**config.mk**
```make
export PLATFORM = sky130hd
export DESIGN_NAME = tmn_queue
export DESIGN_NICKNAME = d
export VERILOG_FILES = /design/src/rtl/core/tmn_queue.sv
export SDC_FILE = /design/constraint.sdc
export NUM_CORES = 1
export LEC_CHECK = 0
export BUFFER_PORTS_ARGS = -buffer_cell sky130_fd_sc_hd__buf_2
export CORE_MARGIN = 5
export CORE_UTILIZATION = 55
export CTS_BUF_LIST = sky130_fd_sc_hd__clkbuf_2 sky130_fd_sc_hd__clkbuf_4 sky130_fd_sc_hd__clkbuf_8
export DETAILED_ROUTE_END_ITERATION = 7
export PLACE_DENSITY = 0.75
export SYNTH_ARGS = -nofsm -noshare
export SYNTH_HDL_FRONTEND = slang
export SYNTH_SLANG_ARGS = --single-unit
export TNS_END_PERCENT = 5
```
**constraint.sdc**
```tcl
create_clock -name clk -period 2.2 [get_ports clk]
set_input_delay 0.33 -clock clk [delete_from_list [all_inputs] [get_ports clk]]
set_output_delay 0.33 -clock clk [all_outputs]
set_load 0.005 [all_outputs]
```
**src/rtl/core/tmn_queue.sv**
```systemverilog
// ----------------------------------------------------------------------------
// tmn_queue: short register FIFO between front and back
// Head word is shown combinationally; level counts stored entries.
// ----------------------------------------------------------------------------
`timescale 1ns / 1ps

module tmn_queue #(
    parameter int WIDTH = 8,
    parameter int DEPTH = 4
) (
    input  logic                       clk,
    input  logic                       rst_n,
    input  logic                       push,
    input  logic [WIDTH-1:0]           push_data,
    input  logic                       pop,
    output logic [WIDTH-1:0]           pop_data,
    output logic [$clog2(DEPTH+1)-1:0] level
);

    localparam int PTR_W = $clog2(DEPTH);
    localparam int LVL_W = $clog2(DEPTH + 1);

    logic [WIDTH-1:0] slot_reg [DEPTH];
    logic [PTR_W-1:0] wr_ptr_reg, wr_ptr_next;
    logic [PTR_W-1:0] rd_ptr_reg, rd_ptr_next;
    logic [LVL_W-1:0] level_reg, level_next;

    always_comb
    begin
        wr_ptr_next = wr_ptr_reg;
        rd_ptr_next = rd_ptr_reg;
        level_next  = level_reg;
        if (push)
        begin
            wr_ptr_next = (wr_ptr_reg == PTR_W'(DEPTH - 1)) ? '0 : wr_ptr_reg + 1'b1;
        end
        if (pop)
        begin
            rd_ptr_next = (rd_ptr_reg == PTR_W'(DEPTH - 1)) ? '0 : rd_ptr_reg + 1'b1;
        end
        if (push && !pop)
        begin
            level_next = level_reg + 1'b1;
        end
        else if (pop && !push)
        begin
            level_next = level_reg - 1'b1;
        end
    end

    always_ff @(posedge clk or negedge rst_n)
    begin
        if (!rst_n)
        begin
            wr_ptr_reg <= '0;
            rd_ptr_reg <= '0;
            level_reg  <= '0;
        end
        else
        begin
            wr_ptr_reg <= wr_ptr_next;
            rd_ptr_reg <= rd_ptr_next;
            level_reg  <= level_next;
            if (push)
            begin
                slot_reg[wr_ptr_reg] <= push_data;
            end
        end
    end

    assign pop_data = slot_reg[rd_ptr_reg];
    assign level    = level_reg;

endmodule

```
### Word-level counts from Yosys, hierarchy flattened

Memory sizes are Yosys's and may differ from the RTL's.
Cells that the tools add are included.

* bits in writable memories: 32
* bits in read-only memories: 0
* bits in latches: 0
* input port bits: 12
* register bits after elaboration: 7
* memories: 1
* logic and storage cells: 22

* $lt $le $gt $ge: 0
* reductions and logical operators: 6
* $mul: 0
* equality and inequality tests: 2
* bitwise operators: 0
* divide/modulo/power cells: 0
* shift operators: 0
* add/subtract/negate cells: 4
* multiplexer cells: 6

Memories
* slot_reg: words 4, width 8, rd ports 1, clocked after Yosys merged registers in 0, write ports 1, RTL line 23 `logic [WIDTH-1:0] slot_reg [DEPTH];`

Operators with widths (count)
* 2-to-1 mux 3 bit: 2
* adder 2 x 1 -> 2 bit, second input constant: 2
* == test 2 bit, second input constant: 2
* 2-to-1 mux 2 bit: 2
* adder 3 x 1 -> 3 bit, second input constant: 1
* logical AND 1 bit: 3
* subtractor 3 x 1 -> 3 bit, second input constant: 1
* logical NOT 1 bit: 2
* 2-to-1 mux 1 bit: 2
* nonzero test 2 bit: 1

### Logic depth before layout (Yosys ltp)

* word-level depth: 4
* gate-level depth with buffers: 7
* gate-level depth less buffers: 7

### Worst setup path before layout

Ideal clock, no wire load.

* path type: input port to flip-flop
* start point: input port pop
* end point: register level_reg[2], in the netlist level[2]
* path slack: 0.743 ns
* arrival time: 1.378 ns
* library setup time: 0.079 ns
* path buffers: 0
* cell stages on the path: 7
* cells stage by stage: inv_1 ha_1 inv_1 fa_1 xor2_1 nor2_1 xor2_1

* longest elaborated chain between the ends: 3
* elaborated cells between the ends (all ways): 5

RTL lines
* start, declared: RTL line 15 `input logic pop,`
* logical NOT 1 bit: RTL line 41 `if (push && !pop)`
* logical AND 1 bit: RTL line 41
* 2-to-1 mux 3 bit or nonzero test 2 bit (tied branches)
* end signal, assigned: RTL line 63 `level_reg <= level_next;`
* end, declared: RTL line 26 `logic [LVL_W-1:0] level_reg, level_next;`

Several ways; a longest one is shown, not always the timed one.
A chain may end at the register's enable or synchronous reset.

### Worst setup path after layout

* start point: register rd_ptr_reg[0]
* end point: output port pop_data[1]

* longest elaborated chain between the ends: 1

RTL lines
* start, declared: RTL line 25 `logic [PTR_W-1:0] rd_ptr_reg, rd_ptr_next;`
* start signal, assigned: RTL line 62 `rd_ptr_reg <= rd_ptr_next;`
* memory (4 x 8 bit)
* end, declared: RTL line 16 `output logic [WIDTH-1:0] pop_data,`

No other way between the ends.

==> metrics.cfg <==
[power_and_ir_drop]
sw_frac_of_total_pct=28.0
totalPowerFinal_w=0.00188
p_int_w=0.00135
clkPwrFrac_pct=18.0
p_comb_share_pct=26.3
max-vdd-ir-drop_mv=0.647
pwr-share-seq_pct=55.7
p_sw_w=0.000525
p_per_area_nw_per_um2=1070
p_leak_nw=0.680

[floorplanning]
coreArea_um2=2730
num_io_pins=23
num_rows=19
die_height_um=63.2
start_util_pct=56.9
fp.dieW_um=63.2
die_area_um2=3990

[worst_setup_path]
criticalPathCategory=reg2out
critPathTopFamily=flip-flops
endpoint_kind=output port
worst-path-buf-inv=1
critPathMaxFanout=9
slowest_delay_ps=560
cp-start-kind=register
cp_slowest_cell=dfrtp_2
critPathRequiredTime_ps=1870
cp.arrival_ps=1580
cp_cell_sequence=mux4_2 > buf_2

[drt]
routed_wl_mm=2.33
viasPerCell=5.54
drt-initial-drc-count=14
vias=764
ant_nets=0
drc=0
drtPass1Iterations=4
routedWlPerCell_um=16.9

[placed_design]
gp_congestion=0.713
dpl-instance-area_um2=1700
post-dp-hpwl_mm=1.63
port_buffers=22

[synth]
synthDistinctLibCells=17
yosysTopAreaCell=edfxtp_1
syn-instance-count=77
avgSynthCellArea_um2=20.2
netlist_area_um2=1560
yosys_warnings=0
seq_area_frac_synth_pct=73.0
synth-seq-cells=39
yosysTopAreaCellShare_pct=61.8
syn_nets=96
netlist_top_cells_area=edfxtp_1 62%, mux4_2 12%, dfrtp_1 11%

[timing]
fin_crit_sh_pct=86.6
setup_tns_ps=0
max-slew-margin-rel_pct=70.9
timing.final.crit_period_ps=1910
slew_violations=0
max_freq_mhz=525
tightest_slew_ps=437
fin_skew_ps=9.05
setup_violations=0
rsz0062_at_grt=false
hold_violations=0

[finish]
drive_gt1_share_pct=38.3
synthToLayoutAreaGrowth_pct=13.1
layout_commonest_cell=edfxtp_1
final_area_um2=1760
final_cell_mix=32 x edfxtp_1, 22 x buf_2, 8 x mux4_2
largest_reg_flops=32
fillers=193
final_core_util_pct=64.3
diodes=0
nNetsFinal=125

[hold_path]
hold_class=in2reg

[cts]
clk_latency_ps=330
cts_sinks=39
clk_pin_slew_ps=110
tritoncts=done
postCtsSetupRepairBufs=0
htree_num_levels=2
numCtsBuffers=5
cts_root_buf=clkbuf_4
cts_buffer_depth=2

[global_routing]
overflow=0
grt_antenna_before_repair=0
grt_max_degree=12
grt_use_total_pct=13.3
grt_pass1_wl_mm=3.93
grt_pass1_vias=817

[run]
max_cap_violations=0

[outcome]
status=complete, no violations

==> cell usage after synthesis <==
cell type and instances:
and3_1 4, nand2_1 2, buf_2 1, ha_1 6, xor2_1 2, o21ai_0 2, dfrtp_1 7, mux4_2 8
mux2_2 2, nor2_1 2, inv_1 4, edfxtp_1 32, fa_1 1, xnor2_1 1, nor3_1 1, a21o_2 1
buf_6 1
==> cell type report <==
| cell class | count | area (µm²) | share of cell area, % |
|---|---|---|---|
| clock buffers | 6 | 45.0 | 2.56 |
| clock inverters | 2 | 7.51 | 0.427 |
| inverters | 4 | 15.0 | 0.853 |
| multi-input cells | 32 | 388 | 22.0 |
| flip-flops and latches | 39 | 1140 | 64.7 |
| well taps | 31 | 38.8 | 2.20 |
| repair buffers | 24 | 128 | 7.25 |
==> cells by family (layout without fill, tap and decap cells) <==
logic type,count (synthesis),after routing,share of synthesized area [%]
adders and majority gates,7,7,6.11
buffers and inverters,6,36,2.01
xor gates and xnor gates,3,3,1.69
DFF,39,39,73.0
muxes,10,10,13.0
and+or+nand+nor,9,9,2.90
AOI/OAI and AO/OA,3,3,1.21
==> power by group through the flow <==
stage / registers [W] / logic (W) / clock network [W]
after global placement: 0.00106 / 0.000490 / 0
after global routing: 0.00107 / 0.000558 / 0.000381
after detailed placement: 0.00107 / 0.000500 / 0
after floorplan: 0.000990 / 0.000388 / 0
after CTS: 0.00105 / 0.000507 / 0.000346
final: 0.00105 / 0.000494 / 0.000337
==> repair_timing <==
item,4_1_cts,5_1_grt
gates resized for setup,0,1
setup endpoints to repair,0,1
hold buffers,1,0
hold endpoints to repair,7,0
==> worst paths after layout <==
path,from,to,slack (ps),cells after the start
max in group asynchronous,rst_n,rd_ptr_reg[0],1620,2
setup reg to reg,wr_ptr_reg[0],slot_reg[0][1],780,3
hold reg to reg,level[2],level[2],470,1
setup / recovery,rd_ptr_reg[0],pop_data[1],290,2
min in group asynchronous,rst_n,rd_ptr_reg[1],370,2
hold / removal,push_data[2],slot_reg[2][2],210,1
==> stage by stage <==
step           hold slack (ps)  cells  setup WS, ps
6_report                   207    138           294
5_1_grt                    188    138           193
4_1_cts                    201    138          66.9
3_5_place_dp               197    129           447
3_3_place_gp               192    129           458
2_1_floorplan             34.4     77           743
==> per-layer routing <==
metal,global-route usage [%],share of wire (%)
met5,0,0
met4,6.23,1.6
met3,4.97,3.9
met2,20.9,52
met1,16.4,43
(Power assumes the default switching activity.)
