File: src/rtl/core/tmn_pkg.sv
// ----------------------------------------------------------------------------
// tmn_pkg: shared types and constants of the timestamp min-max normalizer
// Word formats of both channels, opcodes, status codes and queue sizing.
// ----------------------------------------------------------------------------
`timescale 1ns / 1ps

package tmn_pkg;

    localparam int OUT_W   = 16;
    localparam int Q_DEPTH = 4;
    localparam int LEVEL_W = $clog2(Q_DEPTH + 1);

    typedef enum logic [1:0] {
        OP_CLEAR = 2'd0,
        OP_LOAD  = 2'd1,
        OP_READ  = 2'd2
    } opcode_t;

    typedef enum logic [1:0] {
        STAT_OK        = 2'd0,
        STAT_ZERO_SPAN = 2'd1,
        STAT_RANGE     = 2'd2
    } status_t;

    typedef struct packed {
        logic [1:0]         opcode;
        logic signed [31:0] time_value;
        logic [15:0]        point_index;
        logic [16:0]        point_total;
    } req_word_t;

    typedef struct packed {
        logic [15:0] normalized_time;
        logic [1:0]  status;
    } rsp_word_t;

    // Command part of one queue entry; operands travel beside it.
    typedef struct packed {
        logic    need_div;
        status_t status;
    } q_cmd_t;

endpackage

File: src/rtl/core/tmn_back.sv
// ----------------------------------------------------------------------------
// tmn_back: fraction divider and response register
// Restoring division, one quotient bit per cycle, into Q0.FRACTION_BITS.
// ----------------------------------------------------------------------------
`timescale 1ns / 1ps

module tmn_back import tmn_pkg::*; #(
    parameter int TIME_WIDTH    = 32,
    parameter int FRACTION_BITS = 16
) (
    input  logic               clk,
    input  logic               rst_n,
    input  logic [LEVEL_W-1:0] q_level,
    output logic               q_pop,
    input  logic [$bits(q_cmd_t)+2*((TIME_WIDTH > 17) ? TIME_WIDTH : 17)-1:0] q_data,
    output logic               rsp_valid,
    input  logic               rsp_stall,
    output rsp_word_t          rsp_word
);

    localparam int DW      = (TIME_WIDTH > 17) ? TIME_WIDTH : 17;
    localparam int CMD_W   = $bits(q_cmd_t);
    localparam int ENTRY_W = CMD_W + 2 * DW;
    localparam int CNT_W   = $clog2(FRACTION_BITS);

    typedef enum logic {
        ST_IDLE,
        ST_DIVIDE
    } state_t;

    state_t                   state_reg, state_next;
    logic [DW-1:0]            rem_reg, rem_next;
    logic [DW-1:0]            den_reg, den_next;
    logic [FRACTION_BITS-1:0] quo_reg, quo_next;
    logic [CNT_W-1:0]         cnt_reg, cnt_next;
    logic                     sat_reg, sat_next;
    logic                     out_valid_reg, out_valid_next;
    rsp_word_t                out_word_reg, out_word_next;

    q_cmd_t                   pop_cmd;
    logic [DW-1:0]            pop_num;
    logic [DW-1:0]            pop_den;
    logic                     out_free;
    logic [DW-1:0]            gap;
    logic                     take;
    logic [DW-1:0]            rem_step;
    logic [FRACTION_BITS-1:0] quo_step;
    logic [FRACTION_BITS-1:0] quo_final;
    logic [OUT_W+FRACTION_BITS-1:0] quo_wide;

    assign pop_cmd = q_cmd_t'(q_data[ENTRY_W-1 -: CMD_W]);
    assign pop_num = q_data[2*DW-1:DW];
    assign pop_den = q_data[DW-1:0];

    assign out_free = !out_valid_reg || !rsp_stall;

    // One restoring step without forming 2*rem: compare rem against den - rem.
    assign gap       = den_reg - rem_reg;
    assign take      = (rem_reg >= gap);
    assign rem_step  = take ? (rem_reg - gap) : (rem_reg << 1);
    assign quo_step  = {quo_reg[FRACTION_BITS-2:0], take};
    assign quo_final = sat_reg ? {FRACTION_BITS{1'b1}} : quo_step;
    assign quo_wide  = {{OUT_W{1'b0}}, quo_final};

    always_comb
    begin
        state_next     = state_reg;
        rem_next       = rem_reg;
        den_next       = den_reg;
        quo_next       = quo_reg;
        cnt_next       = cnt_reg;
        sat_next       = sat_reg;
        out_valid_next = out_valid_reg && rsp_stall;
        out_word_next  = out_word_reg;
        q_pop          = 1'b0;
        unique case (state_reg)
            ST_IDLE:
            begin
                if ((q_level != '0) && out_free)
                begin
                    q_pop = 1'b1;
                    if (pop_cmd.need_div)
                    begin
                        rem_next   = pop_num;
                        den_next   = pop_den;
                        quo_next   = '0;
                        cnt_next   = '0;
                        sat_next   = (pop_num >= pop_den);
                        state_next = ST_DIVIDE;
                    end
                    else
                    begin
                        out_valid_next                = 1'b1;
                        out_word_next.normalized_time = '0;
                        out_word_next.status          = pop_cmd.status;
                    end
                end
            end
            ST_DIVIDE:
            begin
                rem_next = rem_step;
                quo_next = quo_step;
                cnt_next = cnt_reg + 1'b1;
                if (sat_reg || (cnt_reg == CNT_W'(FRACTION_BITS - 1)))
                begin
                    out_valid_next                = 1'b1;
                    out_word_next.normalized_time = quo_wide[OUT_W-1:0];
                    out_word_next.status          = STAT_OK;
                    state_next                    = ST_IDLE;
                end
            end
            default:
            begin
                state_next = ST_IDLE;
            end
        endcase
    end

    always_ff @(posedge clk or negedge rst_n)
    begin
        if (!rst_n)
        begin
            state_reg     <= ST_IDLE;
            out_valid_reg <= 1'b0;
        end
        else
        begin
            state_reg     <= state_next;
            out_valid_reg <= out_valid_next;
            rem_reg       <= rem_next;
            den_reg       <= den_next;
            quo_reg       <= quo_next;
            cnt_reg       <= cnt_next;
            sat_reg       <= sat_next;
            out_word_reg  <= out_word_next;
        end
    end

    assign rsp_valid = out_valid_reg;
    assign rsp_word  = out_word_reg;

    a_divide_no_output: assert property (@(posedge clk) disable iff (!rst_n)
        (state_reg == ST_DIVIDE) |-> !out_valid_reg)
        else $error("response register busy during division");

    a_step_bound: assert property (@(posedge clk) disable iff (!rst_n)
        (state_reg == ST_DIVIDE) |-> (cnt_reg <= CNT_W'(FRACTION_BITS - 1)))
        else $error("division step count overran");

    a_direct_result: assert property (@(posedge clk) disable iff (!rst_n)
        (q_pop && !pop_cmd.need_div) |=> out_valid_reg)
        else $error("status-only entry produced no response");

endmodule

File: config.mk
export PLATFORM = sky130hd
export DESIGN_NAME = tmn_back
export DESIGN_NICKNAME = d
export VERILOG_FILES = /design/src/rtl/core/tmn_pkg.sv /design/src/rtl/core/tmn_back.sv
export SDC_FILE = /design/constraint.sdc
export NUM_CORES = 1
export LEC_CHECK = 0
export BUFFER_PORTS_ARGS = -buffer_cell sky130_fd_sc_hd__buf_4
export CAP_MARGIN = 20
export CORE_ASPECT_RATIO = 1.2
export CORE_MARGIN = 5
export CORE_UTILIZATION = 48
export DETAILED_ROUTE_END_ITERATION = 8
export PLACE_DENSITY = 0.67
export SLEW_MARGIN = 20
export SYNTH_ARGS = -nofsm -noshare
export SYNTH_HDL_FRONTEND = slang
export SYNTH_SLANG_ARGS = --single-unit
export TNS_END_PERCENT = 10
File: constraint.sdc
create_clock -name clk -period 7.79 [get_ports clk]
set_input_delay 1.558 -clock clk [delete_from_list [all_inputs] [get_ports clk]]
set_output_delay 1.558 -clock clk [all_outputs]
set_load 0.03 [all_outputs]
-- Word level (Yosys, flattened, before mapping)
Cells that the tools add are included.
- equality and inequality tests: 5
- bitwise gates (word level): 1
- add/sub/neg operators: 3
- reduce and logical (&&, ||, !) cells: 10
- muxes and demuxes: 25
- magnitude comparators: 2
- operators by type and width (kind ; number):
    32-bit 2-to-1 mux ; 3
    32-bit >= comparator ; 2
    32-bit one-hot mux with 2 select lines ; 1
    32-bit subtractor ; 2
    18-bit 2-to-1 mux ; 3
    18-bit one-hot mux with 2 select lines ; 1
    15-bit 2-to-1 mux ; 2
    15-bit one-hot mux with 2 select lines ; 1
    16-bit 2-to-1 mux ; 1
    1-bit 2-to-1 mux ; 8
    4-bit 2-to-1 mux ; 2
    4-bit one-hot mux with 2 select lines ; 1
    4-bit AND reduction ; 2
    2-bit != test (second input constant) ; 3
    4-bit by 1-bit adder with 4-bit output (second input constant) ; 1
    4-bit == test (second input constant) ; 1
    1-bit one-hot mux with 2 select lines ; 2
    3-bit AND reduction ; 1
    3-bit nonzero test ; 1
    1-bit logical AND ; 2
    1-bit logical NOT ; 2
    1-bit logical OR ; 2
    2-bit by 1-bit != test with 1-bit output (second input constant) ; 1
    1-bit inverter ; 1
- word-level logic and storage cells: 55
- output and inout port bits: 20
- register bits: 104

-- Logic depth before layout (Yosys ltp)
Gate-level depths: netlist of the first run.
- word-level depth: 5
- depth in mapped cells: 23
- depth with buffers taken out: 21

-- Least setup slack after synthesis of the first run
OpenSTA, ideal clock, no wires.
- path type: in2reg
- from: input rsp_stall
- to: register cnt_reg[0], enable pin
- stages: 3
- data arrival time: 4.295 ns
- data required time: 7.314 ns
- setup slack: 3.018 ns
- buffers on the path: 0
- path through: nand2_1 -> o311ai_0 -> a21oi_1
- longest elaborated chain between the ends: 5
- ends and longest elaborated chain (what ; line ; source):
    start, declared ; tmn_back.sv:17 ; input logic rsp_stall,
    1-bit logical NOT ; tmn_back.sv:55 ; assign out_free = !out_valid_reg || !rsp_stall;
    1-bit logical OR ; tmn_back.sv:55 ;
    1-bit logical AND ; tmn_back.sv:79 ; if ((q_level != '0) && out_free)
    2-bit != test (no line) ; n/a ;
    3-bit AND reduction (no line) ; n/a ;
    end signal, assigned ; tmn_back.sv:133 ; cnt_reg <= cnt_next;
    end, declared ; tmn_back.sv:35 ; logic [CNT_W-1:0] cnt_reg, cnt_next;
No other way between the ends.
A chain may end at the register's enable or synchronous reset.

-- Worst setup path in the final report of the first run
- from: register den_reg[0]
- to: register rem_reg[22], data pin
- longest elaborated chain between the ends: 4
- elaborated cells between the ends (all ways): 5
- ends and longest elaborated chain (what ; line ; source):
    start, declared ; tmn_back.sv:33 ; logic [DW-1:0] den_reg, den_next;
    start signal, assigned ; tmn_back.sv:131 ; den_reg <= den_next;
    32-bit subtractor (*) ; tmn_back.sv:58 ; assign gap = den_reg - rem_reg;
    32-bit subtractor / 32-bit >= comparator (equally long branches) ; tmn_back.sv:60, tmn_back.sv:59 ;
    32-bit 2-to-1 mux (*) ; tmn_back.sv:60 ; assign rem_step = take ? (rem_reg - gap) : (rem_reg << 1);
    32-bit one-hot mux with 2 select lines (*) ; tmn_back.sv:76 ; unique case (state_reg)
    net rem_next[22] ; tmn_back.sv:32 ; logic [DW-1:0] rem_reg, rem_next;
    end signal, assigned ; tmn_back.sv:130 ; rem_reg <= rem_next;
    end, declared ; tmn_back.sv:32 ;
Mark *: on every way through the listed nets, which the timed path passes. The rest lies on a longest branch.

==> results of run 1 <==
==> metal layers <==
| layer | global-route usage | wire length [um] |
|---|---|---|
| met2 | 0.3714 | 10730 |
| met1 | 0.2641 | 9009 |
| met5 | 0 | 0 |
| met4 | 0.07496 | 555 |
| met3 | 0.03109 | 759 |
==> cell usage after synthesis, types with 14 or more instances <==
library cell  number
mux2i_1           14
nand4_1           19
inv_1             85
ha_1              96
o21a_1            14
clkbuf_1          23
edfxtp_1         102
and2_1            19
o21ai_0           43
nand3_1           18
nor2_1            95
a31oi_1           14
xnor2_1           30
a21o_1            38
a21oi_1           78
xor2_1            21
nand2_1           74
==> path summary, 6_finish.rpt <==
kind	from	endpoint	slack (ns)	depth (start not counted)
max	den_reg[0]	rem_reg[22]	2.01	18
max reg2reg	den_reg[0]	rem_reg[22]	2.01	18
min	rsp_valid	rsp_valid	0.51	2
min reg2reg	rsp_valid	rsp_valid	0.51	2
max in group asynchronous	rst_n	state_reg	6.72	1
min in group asynchronous	rst_n	rsp_valid	0.97	1
==> stage by stage <==
step	instance area (sq um)	setup WS (ns)	total power [mW]	util
global route	9614	1.430	3.479	0.5534
global placement	9264	2.234	2.723	0.5332
detailed placement	9264	2.067	2.719	0.5332
finish	9614	2.008	3.227	0.5534
CTS	9587	2.046	3.230	0.5518
floorplan	8378	3.018	2.269	-
==> power by group through the flow <==
stage | logic [mW] | clock network [mW] | registers, mW
3_5_place_dp | 1.91 | 0 | 0.809
5_1_grt | 2.15 | 0.526 | 0.806
3_3_place_gp | 1.91 | 0 | 0.808
2_1_floorplan | 1.46 | 0 | 0.812
6_report | 1.93 | 0.499 | 0.796
4_1_cts | 1.92 | 0.510 | 0.797
==> cell type report <==
| cell class | instances | area [sq um] | area share |
|---|---|---|---|
| sequential | 104 | 3114 | 0.3239 |
| clock buffer | 9 | 225.2 | 0.02343 |
| tap | 220 | 275.3 | 0.02863 |
| timing repair buffer | 97 | 748.2 | 0.07782 |
| clock inverter | 7 | 97.59 | 0.01015 |
| multi-input combinational | 698 | 4835 | 0.5029 |
| inverter | 85 | 319.1 | 0.03319 |
==> worst reg2reg max path: cells and delay by family (launching register included) <==
family                     cells  cell delay (ns)
buffers and inverters          2             0.13
AOI/OAI and AO/OA              5             1.81
adders and majority gates      3             0.88
and+or+nand+nor                8             2.32
DFF                            1             0.39
==> cell families (layout without fill, tap and decap cells) <==
group           Yosys count  in the layout  synth area share
compound gates          265            265            0.2070
buf+inv                 115            198           0.05361
xor+xnor                 51             51           0.05332
simple gates            270            270            0.1496
mux                      14             14           0.01673
fa+ha+maj                98             98            0.1481
flops                   104            104            0.3716
==> flow_summary.rst, run 1 <==
.. list-table::
   :header-rows: 1

   * - Metric
     - Value
   * - Run status
     - complete, no violations
   * - Min Hold Slack
     - 0.5096 ns
   * - Post-route clock period utilization
     - 0.7422
   * - Cell-by-cell listing of the critical path
     - inv_1, ha_1, inv_1, fa_1, a211oi_1, o211ai_1, nand4_1, nand4_1, and3_1, a2111oi_1, nor4_1, nor3_1, ha_1, or2_2, a31oi_1, nand2_2, nand2_1, o21ai_0
   * - Post-synth cell types
     - 68
   * - Synth async-reset ratio
     - 0.01923
   * - Most common cell after layout, fill and taps aside
     - edfxtp_1
   * - Wire length of the first global-routing pass
     - 34,080 um
   * - Worst EP required
     - 7.90 ns
   * - Final estimated routing congestion in global placement
     - 0.9047
   * - Die width
     - 130.6 um
   * - Chip Height
     - 154.7 um
   * - Logic gate share of total power
     - 0.599
   * - # hold bufs at CTS
     - 0
   * - Most instantiated flip-flop cell in the synthesis netlist
     - edfxtp_1
   * - Post_cts resized
     - 0
   * - Number of standard cells in the final layout excluding fillers
     - 1,220
   * - Setup skew after layout
     - 0.01116 ns
   * - Leading cell types by total area after synthesis
     - edfxtp_1 (37%), ha_1 (14%), a21oi_1 (4.7%)
   * - Total count of hold-check failures in the final report
     - 0
   * - Post-CTS repair timing setup buffer count
     - 0
   * - Crit path time final
     - 5.782 ns
   * - Worst slew margin relative to its limit
     - 0.4179
   * - Number of nets produced by synthesis
     - 1,088
   * - Actual transition at the worst max-transition pin
     - 0.8713 ns
   * - Fmax
     - 0.1730 GHz
   * - Antenna violations before repair
     - 0
   * - Count of port buffers added during placement
     - 92
   * - Avg WL per Cell
     - 17.25 um
   * - Most frequent cells in the layout
     - edfxtp_1 (102), ha_1 (96), buf_4 (96), nor2_1 (94), inv_1 (85)
   * - Startpoint kind of the worst setup timing path
     - flop
   * - Hold crit path type
     - flop to flop
   * - Synth area leader
     - edfxtp_1
   * - Setup crit end kind
     - flop
   * - Bufs and invs on worst path
     - 2
   * - Family of cells with the greatest summed delay on the critical path
     - simple AND/OR/NAND/NOR gates
   * - Via count of the first global-routing pass
     - 7,088
   * - Setup tns final
     - 0 ns
   * - Via-per-instance ratio
     - 5.742
   * - Instance count after placement with tap cells included
     - 1,203
   * - Syn Area/Cell
     - 9.136 sq um
   * - Number of nets in the layout
     - 1,166
   * - Area of the core
     - 0.01737 sq mm
   * - Sum of overflow across all layers after global routing
     - 0
   * - Slew Viols, Final
     - 0
   * - Power share of the clock group
     - 0.155
   * - Worst setup path category
     - flop to flop
   * - EDFF count, synth
     - 102
   * - Reported net switching power
     - 1.456 mW
   * - Area Growth Syn to Fin
     - 14.76%
   * - Area of the die
     - 0.02021 sq mm
   * - Share of the synthesized area in the top cell type
     - 0.3656
   * - Mapped Cells
     - 917
   * - Largest net degree at the start of global routing
     - 41
   * - Fraction of layout instances using a drive strength above 1
     - 0.1280
   * - Drt total wl
     - 21,050 um
   * - DR DRC count
     - 0
   * - Sequential cell area fraction in the yosys report
     - 0.3716
   * - Sequential fraction of design power
     - 0.246
   * - Latest clock arrival within the worst-skew pair
     - 0.37 ns
   * - CTS HTree Levels
     - 3
   * - HPWL Detailed
     - 16,290 um
   * - Switching share of power
     - 0.4512
   * - Cell with the largest stage delay on the worst path
     - a2111oi_1
   * - Yosys reg bits
     - 104
   * - Standby leakage power
     - 4.280 nW
   * - Number of maximum-capacitance violations
     - 0
   * - Clock-pin slew on the worst setup and hold paths
     - 0.08 ns
   * - Stage delay of the slowest cell on the critical path
     - 0.66 ns
   * - Count of inserted antenna diode cells
     - 0
   * - Synth Cell Area
     - 0.008378 sq mm
   * - Worst-path fanout max
     - 34
   * - Number of buffers on the longest clock path
     - 2
   * - Remaining antenna violation count after routing
     - 0
   * - Initial DRC Count
     - 505
   * - Number of search-and-repair iterations in the first detailed-routing pass
     - 4
   * - Initial core utilization
     - 0.4822
   * - Clock Sink Count
     - 104
   * - Internal power
     - 1.771 mW
   * - Number of vias after detailed routing
     - 7,005
   * - Overall fraction of global-route tracks in use
     - 0.2124
   * - Number of buffers created by CTS
     - 9
   * - Setup repair after global routing missed its margin
     - no
   * - Top-level port count
     - 93
   * - Filler cells
     - 1,598
   * - TritonCTS clock tree
     - built
   * - Worst EP arrival
     - 5.90 ns
   * - Yosys warnings
     - 0
   * - Number of core rows
     - 53
   * - Final count of negative-setup-slack endpoints
     - 0
   * - Power per Cell Area
     - 335.7 mW/mm^2
   * - Root cell of the clock tree
     - clkbuf_16
   * - Worst-case vdd ir drop
     - 150.9 uV
Note: power is estimated with default switching activity, not from simulation.
==> run 2, diff against run 1 <==
==> constraint.sdc (replaced) <==
create_clock -name clk -period 5.85 [get_ports clk]
set_input_delay 1.17 -clock clk [delete_from_list [all_inputs] [get_ports clk]]
set_output_delay 1.17 -clock clk [all_outputs]
set_load 0.03 [all_outputs]
==> flow_summary.rst, run 2 (synthesis results as in run 1) <==
.. list-table::
   :header-rows: 1

   * - Metric
     - Value
   * - Run status
     - complete, no violations
   * - Overall fraction of global-route tracks in use
     - 0.2102
   * - Antenna violations before repair
     - 0
   * - Number of nets in the layout
     - 1,172
   * - Worst-path fanout max
     - 15
   * - DR DRC count
     - 0
   * - Via-per-instance ratio
     - 5.688
   * - Latest clock arrival within the worst-skew pair
     - 0.36 ns
   * - Largest net degree at the start of global routing
     - 75
   * - Number of search-and-repair iterations in the first detailed-routing pass
     - 5
   * - # hold bufs at CTS
     - 0
   * - TritonCTS clock tree
     - built
   * - Sum of overflow across all layers after global routing
     - 0
   * - Most frequent cells in the layout
     - edfxtp_1 (102), buf_4 (102), ha_1 (96), nor2_1 (94), inv_1 (85)
   * - Final core occ
     - 0.5549
   * - Power share of the clock group
     - 0.145
   * - Worst setup path category
     - flop to flop
   * - Remaining antenna violation count after routing
     - 0
   * - Fmax
     - 0.1868 GHz
   * - Clock Sink Count
     - 104
   * - Power per Cell Area
     - 445.4 mW/mm^2
   * - Setup crit end kind
     - flop
   * - Worst hold start
     - rsp_valid
   * - Initial core utilization
     - 0.4822
   * - CTS HTree Levels
     - 3
   * - Switching share of power
     - 0.4507
   * - Total count of hold-check failures in the final report
     - 0
   * - Area Growth Syn to Fin
     - 15.08%
   * - Clock-pin slew on the worst setup and hold paths
     - 0.08 ns
   * - HPWL Detailed
     - 15,940 um
   * - Finished layout cell area
     - 0.009642 sq mm
   * - Worst slew margin relative to its limit
     - 0.5000
   * - Min Hold Slack
     - 0.5202 ns
   * - Avg WL per Cell
     - 17.21 um
   * - Via count of the first global-routing pass
     - 6,904
   * - Top-level port count
     - 93
   * - Actual transition at the worst max-transition pin
     - 0.7500 ns
   * - Source of the worst register-to-register timing path
     - den_reg[0]
   * - Internal power
     - 2.359 mW
   * - Final count of negative-setup-slack endpoints
     - 0
   * - Number of buffers on the longest clock path
     - 2
   * - Number of vias after detailed routing
     - 6,973
   * - Initial DRC Count
     - 341
   * - DP Worst Slack
     - 0.2646 ns
   * - Final Worst Setup Slack
     - 0.4957 ns
   * - Area of the die
     - 0.02021 sq mm
   * - Worst EP required
     - 5.93 ns
   * - Worst EP arrival
     - 5.44 ns
   * - Area of the core
     - 0.01737 sq mm
   * - Drt total wl
     - 21,100 um
   * - Fraction of layout instances using a drive strength above 1
     - 0.1342
   * - Setup repair after global routing missed its margin
     - no
   * - Number of maximum-capacitance violations
     - 0
   * - Crit path time final
     - 5.354 ns
   * - Setup skew after layout
     - 0.007414 ns
   * - Count of port buffers added during placement
     - 92
   * - Count of inserted antenna diode cells
     - 0
   * - Chip Height
     - 154.7 um
   * - Startpoint kind of the worst setup timing path
     - flop
   * - Logic gate share of total power
     - 0.612
   * - Post-route clock period utilization
     - 0.9153
   * - Hold crit path type
     - flop to flop
   * - Post-placement cell area
     - 0.009309 sq mm
   * - Final estimated routing congestion in global placement
     - 0.9372
   * - Number of buffers created by CTS
     - 9
   * - Reported net switching power
     - 1.936 mW
   * - Number of core rows
     - 53
   * - Wire length of the first global-routing pass
     - 33,870 um
   * - Worst-case vdd ir drop
     - 214.0 uV
   * - Standby leakage power
     - 4.298 nW
   * - Root cell of the clock tree
     - clkbuf_16
   * - Sequential fraction of design power
     - 0.243
   * - Setup tns final
     - 0 ns
   * - Die width
     - 130.6 um
   * - Crit path launch
     - den_reg[0]
   * - Slew Viols, Final
     - 0
-- run 2: cell count changes in the layout (fill, tap and decap cells not counted) --
cell	before	now
a2111oi_1	1	0
a2111oi_2	0	1
buf_4	96	102
bufinv_16	1	0
clkbuf_8	0	1
clkinv_8	2	0
clkinvlp_4	0	1
inv_6	3	2
inv_8	0	2
nand2_2	1	0
nand2_4	0	1
-- run 2: worst paths after layout --
check	endpoint	slack, ns	cells past startpoint
worst max-delay path	rem_reg[19]	0.50	22
worst min-delay path	rsp_valid	0.52	2
worst max register to register	rem_reg[19]	0.50	22
worst min register to register	rsp_valid	0.52	2
max in group asynchronous	state_reg	5.17	1
min in group asynchronous	rsp_valid	0.57	1
-- run 2: area by class of cell --
class	instances	area (sq um)
tap	220	275.3
inverter	85	319.1
fill	1652	7732
clock inverter	6	56.30
clock buffer	10	239.0
sequential	104	3114
multi-input combinational	698	4845
timing repair buffer	103	793.3
-- run 2: per-stage QoR --
step / power [mW] / instances
after floorplan: 3.021 / 917
after global placement: 3.635 / 1209
after global routing: 4.623 / 1226
final: 4.294 / 1226
after CTS: 4.285 / 1225
after detailed placement: 3.645 / 1209
-- run 2: routing by layer --
layer  vias to the layer above  part of all wire  track usage
li1                       3506                 -            -
met1                      3304              0.44       0.2700
met2                       137              0.50       0.3600
met3                        26             0.040      0.03351
met4                         0             0.021      0.06565
met5                         -                 0            0
-- run 2: power by group through the flow --
stage          logic (mW)  clock network [mW]  registers, mW
6_report             2.63               0.623           1.04
4_1_cts              2.60               0.637           1.05
5_1_grt              2.90               0.664           1.06
3_3_place_gp         2.57                   0           1.06
2_1_floorplan        1.94                   0           1.08
3_5_place_dp         2.58                   0           1.06
-- run 2: timing repair --
item,in CTS,in global routing
setup buffers,0,0
setup endpoints to repair,0,17
endpoints found under the hold margin,0,0
gates resized for setup,0,2
-- run 2: critical path, stage by stage (launching register included) --
cell	delay (ns)
edfxtp_1	0.40
inv_1	0.07
ha_1	0.16
inv_1	0.05
fa_1	0.42
a211oi_1	0.33
o211ai_1	0.19
nand4_1	0.18
nand4_1	0.17
and3_1	0.31
a2111oi_2	0.54
nor2_1	0.12
xnor2_1	0.15
ha_1	0.37
nand2_1	0.14
nor3b_2	0.22
and3_1	0.19
o211a_1	0.15
o31ai_2	0.13
nand2_4	0.24
buf_4	0.24
mux2i_1	0.21
a21oi_1	0.08
==> run 3, diff against run 2 <==
--- a/config.mk
+++ b/config.mk
@@ -7,11 +7,13 @@
 export LEC_CHECK = 0
 export BUFFER_PORTS_ARGS = -buffer_cell sky130_fd_sc_hd__buf_4
 export CAP_MARGIN = 20
-export CORE_ASPECT_RATIO = 1.2
+export CELL_PAD_IN_SITES_DETAIL_PLACEMENT = 0
+export CELL_PAD_IN_SITES_GLOBAL_PLACEMENT = 1
+export CORE_ASPECT_RATIO = 0.8
 export CORE_MARGIN = 5
-export CORE_UTILIZATION = 48
+export CORE_UTILIZATION = 46
 export DETAILED_ROUTE_END_ITERATION = 8
-export PLACE_DENSITY = 0.67
+export PLACE_DENSITY_LB_ADDON = 0.1
 export SLEW_MARGIN = 20
 export SYNTH_ARGS = -nofsm -noshare
 export SYNTH_HDL_FRONTEND = slang
==> flow_summary.rst, run 3 (synthesis results as in run 1) <==
.. list-table::
   :header-rows: 1

   * - Metric
     - Value
   * - Fraction of layout instances using a drive strength above 1
     - 0.1335
   * - HPWL Detailed
     - 16,330 um
   * - Multi-input gate area
     - 0.004853 sq mm
   * - Antenna violations before repair
     - 0
   * - Reported net switching power
     - 1.976 mW
   * - Setup repair after global routing missed its margin
     - no
   * - Clock-pin slew on the worst setup and hold paths
     - 0.09 ns
   * - Number of maximum-capacitance violations
     - 0
   * - Crit path time final
     - 5.361 ns
   * - Setup crit end kind
     - flop
   * - Initial DRC Count
     - 427
   * - Overall fraction of global-route tracks in use
     - 0.2049
   * - Sequential fraction of design power
     - 0.241
   * - Clock Sink Count
     - 104
   * - Number of search-and-repair iterations in the first detailed-routing pass
     - 5
   * - Number of core rows
     - 44
   * - Drt total wl
     - 21,290 um
   * - Filler cells
     - 1,676
   * - Cell-by-cell listing of the critical path
     - inv_1, ha_1, inv_1, fa_1, a211oi_1, o211ai_1, nand4_1, nand4_1, and3_1, a2111oi_4, nor2_1, xnor2_1, ha_1, nand2_1, nor3b_2, and3_1, o211a_1, o31ai_2, nand2_2, buf_4, mux2i_1, a21oi_1
   * - DP Worst Slack
     - 0.3258 ns
   * - Count of port buffers added during placement
     - 92
   * - Power share of the clock group
     - 0.154
   * - Remaining antenna violation count after routing
     - 0
   * - Final Worst Setup Slack
     - 0.4887 ns
   * - Chip Height
     - 130.7 um
   * - Via count of the first global-routing pass
     - 6,616
   * - Worst EP arrival
     - 5.45 ns
   * - Standby leakage power
     - 4.305 nW
   * - Startpoint kind of the worst setup timing path
     - flop
   * - CTS HTree Levels
     - 3
   * - Final count of negative-setup-slack endpoints
     - 0
   * - Instance count after placement with tap cells included
     - 1,217
   * - Worst setup path category
     - flop to flop
   * - Reg-to-reg slack, setup
     - 0.49 ns
   * - Worst EP required
     - 5.94 ns
   * - Setup tns final
     - 0 ns
   * - Number of buffers created by CTS
     - 9
   * - Sum of overflow across all layers after global routing
     - 0
   * - Cell with the largest stage delay on the worst path
     - a2111oi_4
   * - Post-placement cell area
     - 0.009306 sq mm
   * - Slew Viols, Final
     - 0
   * - Die width
     - 160.9 um
   * - Final estimated routing congestion in global placement
     - 0.8929
   * - Worst slew margin relative to its limit
     - 0.4794
   * - Sequential cell area
     - 0.003114 sq mm
   * - Initial core utilization
     - 0.4654
   * - Worst-case vdd ir drop
     - 183.4 uV
   * - Logic gate share of total power
     - 0.605
   * - Area of the die
     - 0.02103 sq mm
   * - Switching share of power
     - 0.4560
   * - Number of nets in the layout
     - 1,170
   * - Total power draw
     - 4.333 mW
   * - Post-route clock period utilization
     - 0.9165
   * - Setup skew after layout
     - 0.008665 ns
   * - Run status
     - complete, no violations
   * - Finished layout cell area
     - 0.009682 sq mm
   * - Fmax
     - 0.1865 GHz
   * - Largest net degree at the start of global routing
     - 75
   * - DR DRC count
     - 0
   * - Worst-path fanout max
     - 21
   * - Final core occ
     - 0.5378
   * - Number of vias after detailed routing
     - 6,909
   * - Number of buffers on the longest clock path
     - 2
   * - Min Hold Slack
     - 0.5220 ns
   * - Total count of hold-check failures in the final report
     - 0
   * - Post_cts resized
     - 0
   * - Most common cell after layout, fill and taps aside
     - edfxtp_1
   * - Internal power
     - 2.357 mW
   * - Most frequent cells in the layout
     - edfxtp_1 (102), buf_4 (100), ha_1 (96), nor2_1 (94), inv_1 (85)
   * - Area of the core
     - 0.01800 sq mm
   * - Via-per-instance ratio
     - 5.599
   * - Hold crit path type
     - flop to flop
   * - Actual transition at the worst max-transition pin
     - 0.7792 ns
   * - # hold bufs at CTS
     - 0
   * - Top-level port count
     - 93
   * - Area Growth Syn to Fin
     - 15.56%
   * - Latest clock arrival within the worst-skew pair
     - 0.37 ns
   * - Count of inserted antenna diode cells
     - 0
   * - Wire length of the first global-routing pass
     - 34,820 um
   * - Avg WL per Cell
     - 17.25 um
   * - Root cell of the clock tree
     - clkbuf_16
   * - TritonCTS clock tree
     - built
   * - Post-CTS repair timing setup buffer count
     - 0
   * - Stage delay of the slowest cell on the critical path
     - 0.44 ns
   * - Power per Cell Area
     - 447.6 mW/mm^2
   * - Number of standard cells in the final layout excluding fillers
     - 1,234
run 3: cell count changes in the layout (fill, tap and decap cells not counted), sizes merged:
| cell | delta |
|---|---|
| clkinv | +2 |
| buf | -2 |
| clkinvlp | -1 |
| clkbuf | -1 |
run 3: power groups by stage:
stage                     registers [mW]  clock network, mW  logic [mW]
after floorplan                     1.08                  0        1.94
after global placement              1.06                  0        2.61
after detailed placement            1.06                  0        2.58
after CTS                           1.05              0.681        2.60
after global routing                1.06              0.710        2.92
final                               1.04              0.667        2.62
run 3: worst paths after layout:
check                           start          end  cells after the start
max                        den_reg[0]  rem_reg[15]                     22
min                         rsp_valid    rsp_valid                      2
max reg2reg                den_reg[0]  rem_reg[15]                     22
min reg2reg                 rsp_valid    rsp_valid                      2
max in group asynchronous       rst_n    state_reg                      1
min in group asynchronous       rst_n    rsp_valid                      1
run 3: area by class of cell:
class / instances / area share
Clock buffer: 9 / 0.02326
Clock inverter: 7 / 0.01073
Inverter: 85 / 0.03295
Multi-Input combinational cell: 698 / 0.5013
Sequential cell: 104 / 0.3217
Tap cell: 230 / 0.02972
Timing Repair Buffer: 101 / 0.08038
run 3: worst max-delay path, delay by kind of cell (launching register included):
family                     cells  cell delay, ns
adders and majority gates      3            0.94
DFF                            1            0.40
AOI/OAI and AO/OA              6            1.34
and+or+nand+nor                8            1.50
muxes                          1            0.31
buffers and inverters          3            0.43
xor gates and xnor gates       1            0.15
run 3: routing by layer:
layer / vias to the layer above / GRT usage / share of wire
li1: 3515 / - / -
met1: 3223 / 0.3100 / 0.52
met2: 159 / 0.3140 / 0.43
met3: 12 / 0.03543 / 0.048
met4: 0 / 0.03460 / 0.0075
met5: - / 0 / 0
